[src/sv/gcm_pkg.sv]
// ----------------------------------------------------------------------------
// Gradient color mapper package
// Shared types, opcodes and the exact divide-by-255 helper.
// ----------------------------------------------------------------------------
`default_nettype none

package gcm_pkg;

    localparam int CH_W     = 8;
    localparam int CNT_W    = 5;
    localparam int S_DATA_W = 40;
    localparam int M_DATA_W = 32;

    localparam logic [CNT_W-1:0] STOP_COUNT_RESET = 5'd2;

    localparam logic OP_APPEND = 1'b0;
    localparam logic OP_LOOKUP = 1'b1;

    // Red sits in the lowest byte.
    typedef struct packed {
        logic [CH_W-1:0] alpha;
        logic [CH_W-1:0] blue;
        logic [CH_W-1:0] green;
        logic [CH_W-1:0] red;
    } rgba_t;

    typedef struct packed {
        rgba_t           lo;
        rgba_t           hi;
        logic [CH_W-1:0] frac;
    } mix_req_t;

    // Exact floor(x / 255) for x up to 255 * 255.
    function automatic logic [7:0] div255(input logic [15:0] x);
        logic [16:0] t;
        t = 17'(x) + 17'(x[15:8]) + 17'd1;
        return t[15:8];
    endfunction

endpackage

`default_nettype wire

[src/sv/gcm_mix.sv]
// ----------------------------------------------------------------------------
// Gradient color mixer
// Blends two RGBA stops per channel with weights (255 - frac) and frac.
// ----------------------------------------------------------------------------
`default_nettype none

module gcm_mix (
    input  gcm_pkg::mix_req_t req,
    output gcm_pkg::rgba_t    color
);
    import gcm_pkg::*;

    logic [3:0][CH_W-1:0] lo_ch;
    logic [3:0][CH_W-1:0] hi_ch;
    logic [3:0][CH_W-1:0] mix_ch;
    logic [3:0][15:0]     prod_lo;
    logic [3:0][15:0]     prod_hi;
    logic [CH_W-1:0]      inv_frac;

    assign lo_ch    = req.lo;
    assign hi_ch    = req.hi;
    assign inv_frac = 8'd255 - req.frac;

    // The weighted sum never exceeds 255 * 255, so 16 bits hold it exactly.
    always_comb begin
        for (int i = 0; i < 4; i++) begin
            prod_lo[i] = 16'(lo_ch[i]) * 16'(inv_frac);
            prod_hi[i] = 16'(hi_ch[i]) * 16'(req.frac);
            mix_ch[i]  = div255(prod_lo[i] + prod_hi[i]);
        end
    end

    assign color = mix_ch;

endmodule

`default_nettype wire

[src/sv/gradient_color_mapper_unit.sv]
// Lookup: on acceptance the stop memory is read into the read registers, and the
// color is blended and loaded into the output register when it is empty or m_tready is high.
// A lookup holds off further input until its color is loaded; an append leaves the input ready for the next item.
// Reset clears the fill pointer, the state and output valid, and sets stop_count to 2;
// store entries at or above the fill pointer read as zero, so no clearing pass is run.
// ----------------------------------------------------------------------------
// Gradient color mapper unit
// Maps an 8-bit intensity to RGBA by linear interpolation between stored stops.
// ----------------------------------------------------------------------------
`default_nettype none

module gradient_color_mapper_unit #(
    parameter int MAX_STOPS = 16
) (
    input  wire                            aclk,
    input  wire                            aresetn,
    input  wire                            s_tvalid,
    output logic                           s_tready,
    // intensity[7:0], stop_red[15:8], stop_green[23:16], stop_blue[31:24], stop_alpha[39:32]
    input  wire  [gcm_pkg::S_DATA_W-1:0]   s_tdata,
    // opcode[0]
    input  wire  [0:0]                     s_tuser,
    output logic                           m_tvalid,
    input  wire                            m_tready,
    // out_red[7:0], out_green[15:8], out_blue[23:16], out_alpha[31:24]
    output logic [gcm_pkg::M_DATA_W-1:0]   m_tdata,
    input  wire                            cfg_valid,
    output logic                           cfg_ready,
    input  wire  [gcm_pkg::CNT_W-1:0]      cfg_data
);
    import gcm_pkg::*;

    localparam int AW   = (MAX_STOPS > 1) ? $clog2(MAX_STOPS) : 1;
    localparam int FP_W = $clog2(MAX_STOPS + 1);
    localparam logic [8:0] MAX9 = 9'(MAX_STOPS);

    typedef enum logic [1:0] {
        S_IDLE = 2'b01,
        S_MIX  = 2'b10
    } state_t;

    state_t            state_reg, state_next;
    logic [FP_W-1:0]   fill_ptr_reg, fill_ptr_next;
    logic [CNT_W-1:0]  stop_count_reg, stop_count_next;
    logic              m_valid_reg, m_valid_next;

    rgba_t             stop_mem [MAX_STOPS];
    rgba_t             rd_lo_reg, rd_hi_reg;
    logic              lo_ok_reg, hi_ok_reg;
    logic [CH_W-1:0]   frac_reg;
    rgba_t             m_data_reg;

    logic              s_beat, op_append, wr_en, rd_en, out_load;
    logic [8:0]        cnt9, n9, fill9, low9, high9;
    logic [CNT_W-1:0]  n_eff, nm1, low5, high5;
    logic [12:0]       pos, frac13;
    logic [CH_W-1:0]   frac;
    logic [AW-1:0]     lo_idx, hi_idx, wr_idx;
    mix_req_t          mix_req;
    rgba_t             mix_color;

    assign s_tready  = (state_reg == S_IDLE);
    assign cfg_ready = 1'b1;
    assign s_beat    = s_tvalid && s_tready;
    assign op_append = (s_tuser[0] == OP_APPEND);

    // Effective stop count, saturated to 1..MAX_STOPS.
    always_comb begin
        cnt9 = 9'(stop_count_reg);
        if (cnt9 == 9'd0) begin
            n9 = 9'd1;
        end else if (cnt9 > MAX9) begin
            n9 = MAX9;
        end else begin
            n9 = cnt9;
        end
    end
    assign n_eff = CNT_W'(n9);
    assign nm1   = n_eff - 5'd1;
    assign fill9 = 9'(fill_ptr_reg);

    // Stop segment and fraction: pos stays below 255 * 31, so the quotient fits five bits.
    assign pos    = 13'(s_tdata[7:0]) * 13'(nm1);
    assign low5   = CNT_W'(div255(16'(pos)));
    assign frac13 = pos - {low5, 8'b0} + 13'(low5);
    assign frac   = frac13[CH_W-1:0];
    assign high5  = low5 + CNT_W'(frac != 8'd0);
    // Both indexes stay below the effective count, so the narrowing is safe.
    assign low9   = 9'(low5);
    assign high9  = 9'(high5);
    assign lo_idx = low9[AW-1:0];
    assign hi_idx = high9[AW-1:0];
    assign wr_idx = fill_ptr_reg[AW-1:0];

    assign wr_en = s_beat && op_append && (fill9 < n9);
    assign rd_en = s_beat && !op_append;

    // Appends and lookups are never accepted in the same cycle, so reads and
    // writes to the store cannot collide.
    always_ff @(posedge aclk) begin
        if (wr_en) begin
            stop_mem[wr_idx] <= s_tdata[S_DATA_W-1:CH_W];
        end
        if (rd_en) begin
            rd_lo_reg <= stop_mem[lo_idx];
            rd_hi_reg <= stop_mem[hi_idx];
            lo_ok_reg <= (low9 < fill9);
            hi_ok_reg <= (high9 < fill9);
            frac_reg  <= frac;
        end
    end

    // Entries past the fill pointer were never written since reset and read as zero.
    always_comb begin
        mix_req.lo   = lo_ok_reg ? rd_lo_reg : '0;
        mix_req.hi   = hi_ok_reg ? rd_hi_reg : '0;
        mix_req.frac = frac_reg;
    end

    gcm_mix u_mix (
        .req   (mix_req),
        .color (mix_color)
    );

    assign out_load = (state_reg == S_MIX) && (!m_valid_reg || m_tready);

    always_comb begin
        state_next      = state_reg;
        fill_ptr_next   = fill_ptr_reg;
        stop_count_next = stop_count_reg;
        m_valid_next    = m_valid_reg;

        if (cfg_valid) begin
            stop_count_next = cfg_data;
        end
        if (wr_en) begin
            fill_ptr_next = fill_ptr_reg + FP_W'(1);
        end
        if (m_tready) begin
            m_valid_next = 1'b0;
        end

        unique case (state_reg)
            S_IDLE: begin
                if (rd_en) begin
                    state_next = S_MIX;
                end
            end
            S_MIX: begin
                if (out_load) begin
                    m_valid_next = 1'b1;
                    state_next   = S_IDLE;
                end
            end
            default: begin
                state_next = S_IDLE;
            end
        endcase
    end

    always_ff @(posedge aclk) begin
        if (!aresetn) begin
            state_reg      <= S_IDLE;
            fill_ptr_reg   <= '0;
            stop_count_reg <= STOP_COUNT_RESET;
            m_valid_reg    <= 1'b0;
        end else begin
            state_reg      <= state_next;
            fill_ptr_reg   <= fill_ptr_next;
            stop_count_reg <= stop_count_next;
            m_valid_reg    <= m_valid_next;
        end
    end

    always_ff @(posedge aclk) begin
        if (out_load) begin
            m_data_reg <= mix_color;
        end
    end

    assign m_tvalid = m_valid_reg;
    assign m_tdata  = m_data_reg;

endmodule

`default_nettype wire

[config.mk]
export PLATFORM = sky130hd
export DESIGN_NAME = gradient_color_mapper_unit
export DESIGN_NICKNAME = d
export VERILOG_FILES = /design/src/sv/gcm_pkg.sv /design/src/sv/gcm_mix.sv /design/src/sv/gradient_color_mapper_unit.sv
export SDC_FILE = /design/constraint.sdc
export NUM_CORES = 2
export LEC_CHECK = 0
export BUFFER_PORTS_ARGS = -buffer_cell sky130_fd_sc_hd__buf_2
export CAP_MARGIN = 20
export CORE_AREA = 2 2 379 381
export DETAILED_ROUTE_END_ITERATION = 10
export DIE_AREA = 0 0 381 383
export PLACE_DENSITY = 0.54
export SYNTH_ARGS = -nofsm -noshare
export SYNTH_HDL_FRONTEND = slang
export SYNTH_SLANG_ARGS = --single-unit
[constraint.sdc]
create_clock -name aclk -period 15.1 [get_ports aclk]
set_clock_uncertainty 0.2 [all_clocks]
set_input_delay 2.265 -clock aclk [delete_from_list [all_inputs] [get_ports aclk]]
set_output_delay 2.265 -clock aclk [all_outputs]
set_load 0.01 [all_outputs]
==> results.txt <==
Status = finished clean
Worst stage delay on the critical path = 0.97 ns
Setup violators final = 0
DRC Markers = 0
Wirelength per Cell = 22.7 um
Routed wire length = 136 mm
Count of cell types in the netlist = 78
Avg Synthesized Cell Area = 11.8 sq um
Fraction of layout cells with a size suffix above 1 = 0.147
CTS tree = built
Hold Buf Count CTS = 0
Clk sink count = 631
Slew headroom = 0.256
Synth Instances = 4059
Seq/Total Area, Yosys = 0.392
Syn. warnings = 0
Placed Area = 0.0507 sq mm
Initial DRT Pass Iterations = 5
Vias per cell = 5.43
Post-layout minimum cycle time = 12.55 ns
Startpoint type of the worst setup path = input port
Max Clk Rate = 0.0797 GHz
EDFF count, synth = 618
Type of the most critical hold path = reg -> reg
Synthesis-stage register bit count = 631
Port Buffers = 84
Routability cong. = 0.834
Grt ovf = 0
Top reg by flops = stop_mem
Die Area = 0.146 sq mm
Post-DP HPWL = 86.4 mm
Cell area after synthesis = 0.0480 sq mm
Vias = 32663
Largest net degree at the start of global routing = 229
First-pass GRT wire length = 208 mm
Main synth FF type = edfxtp_1
H-tree lvl count = 3
Post-cts gate resize count = 0
P&R area growth vs syn = 10.3%
CP required = 15.28 ns
Critical-path top delay cell = ha_4
Unrepaired setup endpoints after global routing = no
Root Driver = clkbuf_16
Max reg flops = 512
Final worst path period share = 0.831
Setup_tns = 0 ns
Ports = 86
Antenna violations before repair = 18
Clock buffer depth = 3
Core area = 0.142 sq mm
Post-place setup slack = 1.97 ns
Setup ws final = 2.55 ns
Clock transition at path regs = 0.06 ns
Crit path capture type = register
GRT Resource Usage Total = 0.186
Clock buffer count from CTS = 68
Routed Antenna Nets = 0
Rows = 139
Die X = 381 um
Nets = 4837
Worst-margin pin slew = 1.12 ns
Worst hold slack = 0.332 ns
Max-cap violations = 0
Final Hold Vio Count = 0
Async set or reset register ratio after synthesis = 0
Initial core utilization = 0.338
Fin area = 0.0530 sq mm
Worst Path Arrival = 12.72 ns
Kind of critical path = in -> reg
# Post-CTS Setup Buffers = 0
Vias in the first global route = 33548
Worst-Skew Late Latency = 0.66 ns
Die height = 383 um
1st-iter DRT viols = 2999
Count of pins over their slew limit = 0
Crit-path max FO = 66
==> cell usage in the layout, fill, tap and decap left out, types with 10 or more instances in the layout <==
cell       count
a311o_1       25
ha_1         321
fa_1         403
o21bai_1      10
a31o_2        21
or4_1         12
nand4_1       11
buf_4         53
nor3_1        20
inv_1        546
nor2_1       218
xor2_1        27
buf_2         84
mux2i_1       45
clkinv_1      17
nand3_1      115
a211oi_1      53
xnor2_1       76
and3_1       169
mux4_2       160
or3_1         28
and2_1        27
a31oi_1       31
a21oi_1       58
o221ai_1      30
nor2_4        13
o21a_1        16
nor2b_1       22
nand2_1      275
o21ai_0       57
edfxtp_1     618
clkbuf_16     69
o22ai_1      132
clkbuf_1      11
dfxtp_1       13
nand2b_1      15
or2_2        137
a21o_1        16
==> worst max-delay path, delay by kind of cell <==
family | cells | cell delay, ns
xor+xnor | 3 | 0.49
mux | 2 | 0.86
compound gates | 7 | 2.24
buf+inv | 6 | 1.58
simple gates | 5 | 1.54
fa+ha+maj | 8 | 3.61
==> cell usage after synthesis, types with 21 or more instances <==
| library cell | n | area [sq um] |
|---|---|---|
| nand2_1 | 276 | 1040 |
| nand3_1 | 115 | 576 |
| and3_1 | 170 | 1060 |
| xnor2_1 | 80 | 701 |
| fa_1 | 403 | 8070 |
| o22ai_1 | 132 | 826 |
| a211oi_1 | 53 | 398 |
| or3_1 | 28 | 175 |
| o221ai_1 | 30 | 263 |
| a31oi_1 | 31 | 194 |
| a31o_2 | 21 | 184 |
| a21oi_1 | 59 | 295 |
| a311o_1 | 25 | 250 |
| o21ai_0 | 58 | 290 |
| xor2_1 | 27 | 236 |
| or2_2 | 137 | 857 |
| mux2i_1 | 47 | 470 |
| nor2b_1 | 23 | 144 |
| inv_1 | 547 | 2050 |
| mux4_2 | 160 | 3600 |
| nor3_1 | 24 | 120 |
| clkbuf_1 | 176 | 661 |
| edfxtp_1 | 618 | 18600 |
| nor2_1 | 232 | 871 |
| ha_1 | 323 | 4040 |
| and2_1 | 27 | 169 |
==> metrics by stage <==
stage	utilization	cells
6_report	0.372	6015
5_1_grt	0.372	6015
4_1_cts	0.372	6014
3_5_place_dp	0.357	5893
3_3_place_gp	0.357	5893
2_1_floorplan	-	4062
==> layout make-up <==
type | instances | area (sq um)
Sequential cell | 631 | 18800
Clock buffer | 80 | 1770
Fill cell | 13852 | 89300
Tap cell | 1903 | 2380
Multi-Input combinational cell | 2668 | 26600
Antenna cell | 1 | 2.50
Timing Repair Buffer | 141 | 898
Inverter | 550 | 2070
Clock inverter | 41 | 478
==> kinds of logic after synthesis <==
family / share of synthesized area
AO/OA/AOI/OAI: 0.0757
flip-flops: 0.392
adder cells (fa/ha/maj): 0.253
XOR/XNOR: 0.0198
other: 0.000156
buffers and inverters: 0.0606
multiplexers: 0.0860
AND/OR/NAND/NOR: 0.113
==> per-layer routing <==
| metal | up-vias | routed length, um | global-route usage |
|---|---|---|---|
| met2 | 1203 | 66400 | 0.320 |
| met3 | 221 | 9410 | 0.0295 |
| met1 | 16841 | 57100 | 0.244 |
| met4 | 12 | 3290 | 0.0512 |
| met5 | - | 70 | 0 |
| li1 | 14386 | - | - |
==> path summary, 6_finish.rpt <==
path	startpoint	to	slack, ns	depth (start not counted)
worst max register to register	stop_count_reg[2]	rd_hi_reg[1]	2.68	35
worst min register to register	m_tvalid	m_tvalid	0.33	2
worst min-delay path	m_tvalid	m_tvalid	0.33	2
worst max-delay path	s_tdata[4]	rd_hi_reg[1]	2.55	31
Power is not shown: default switching activity piles up to over one toggle a cycle in this logic, so the estimate is an artifact.
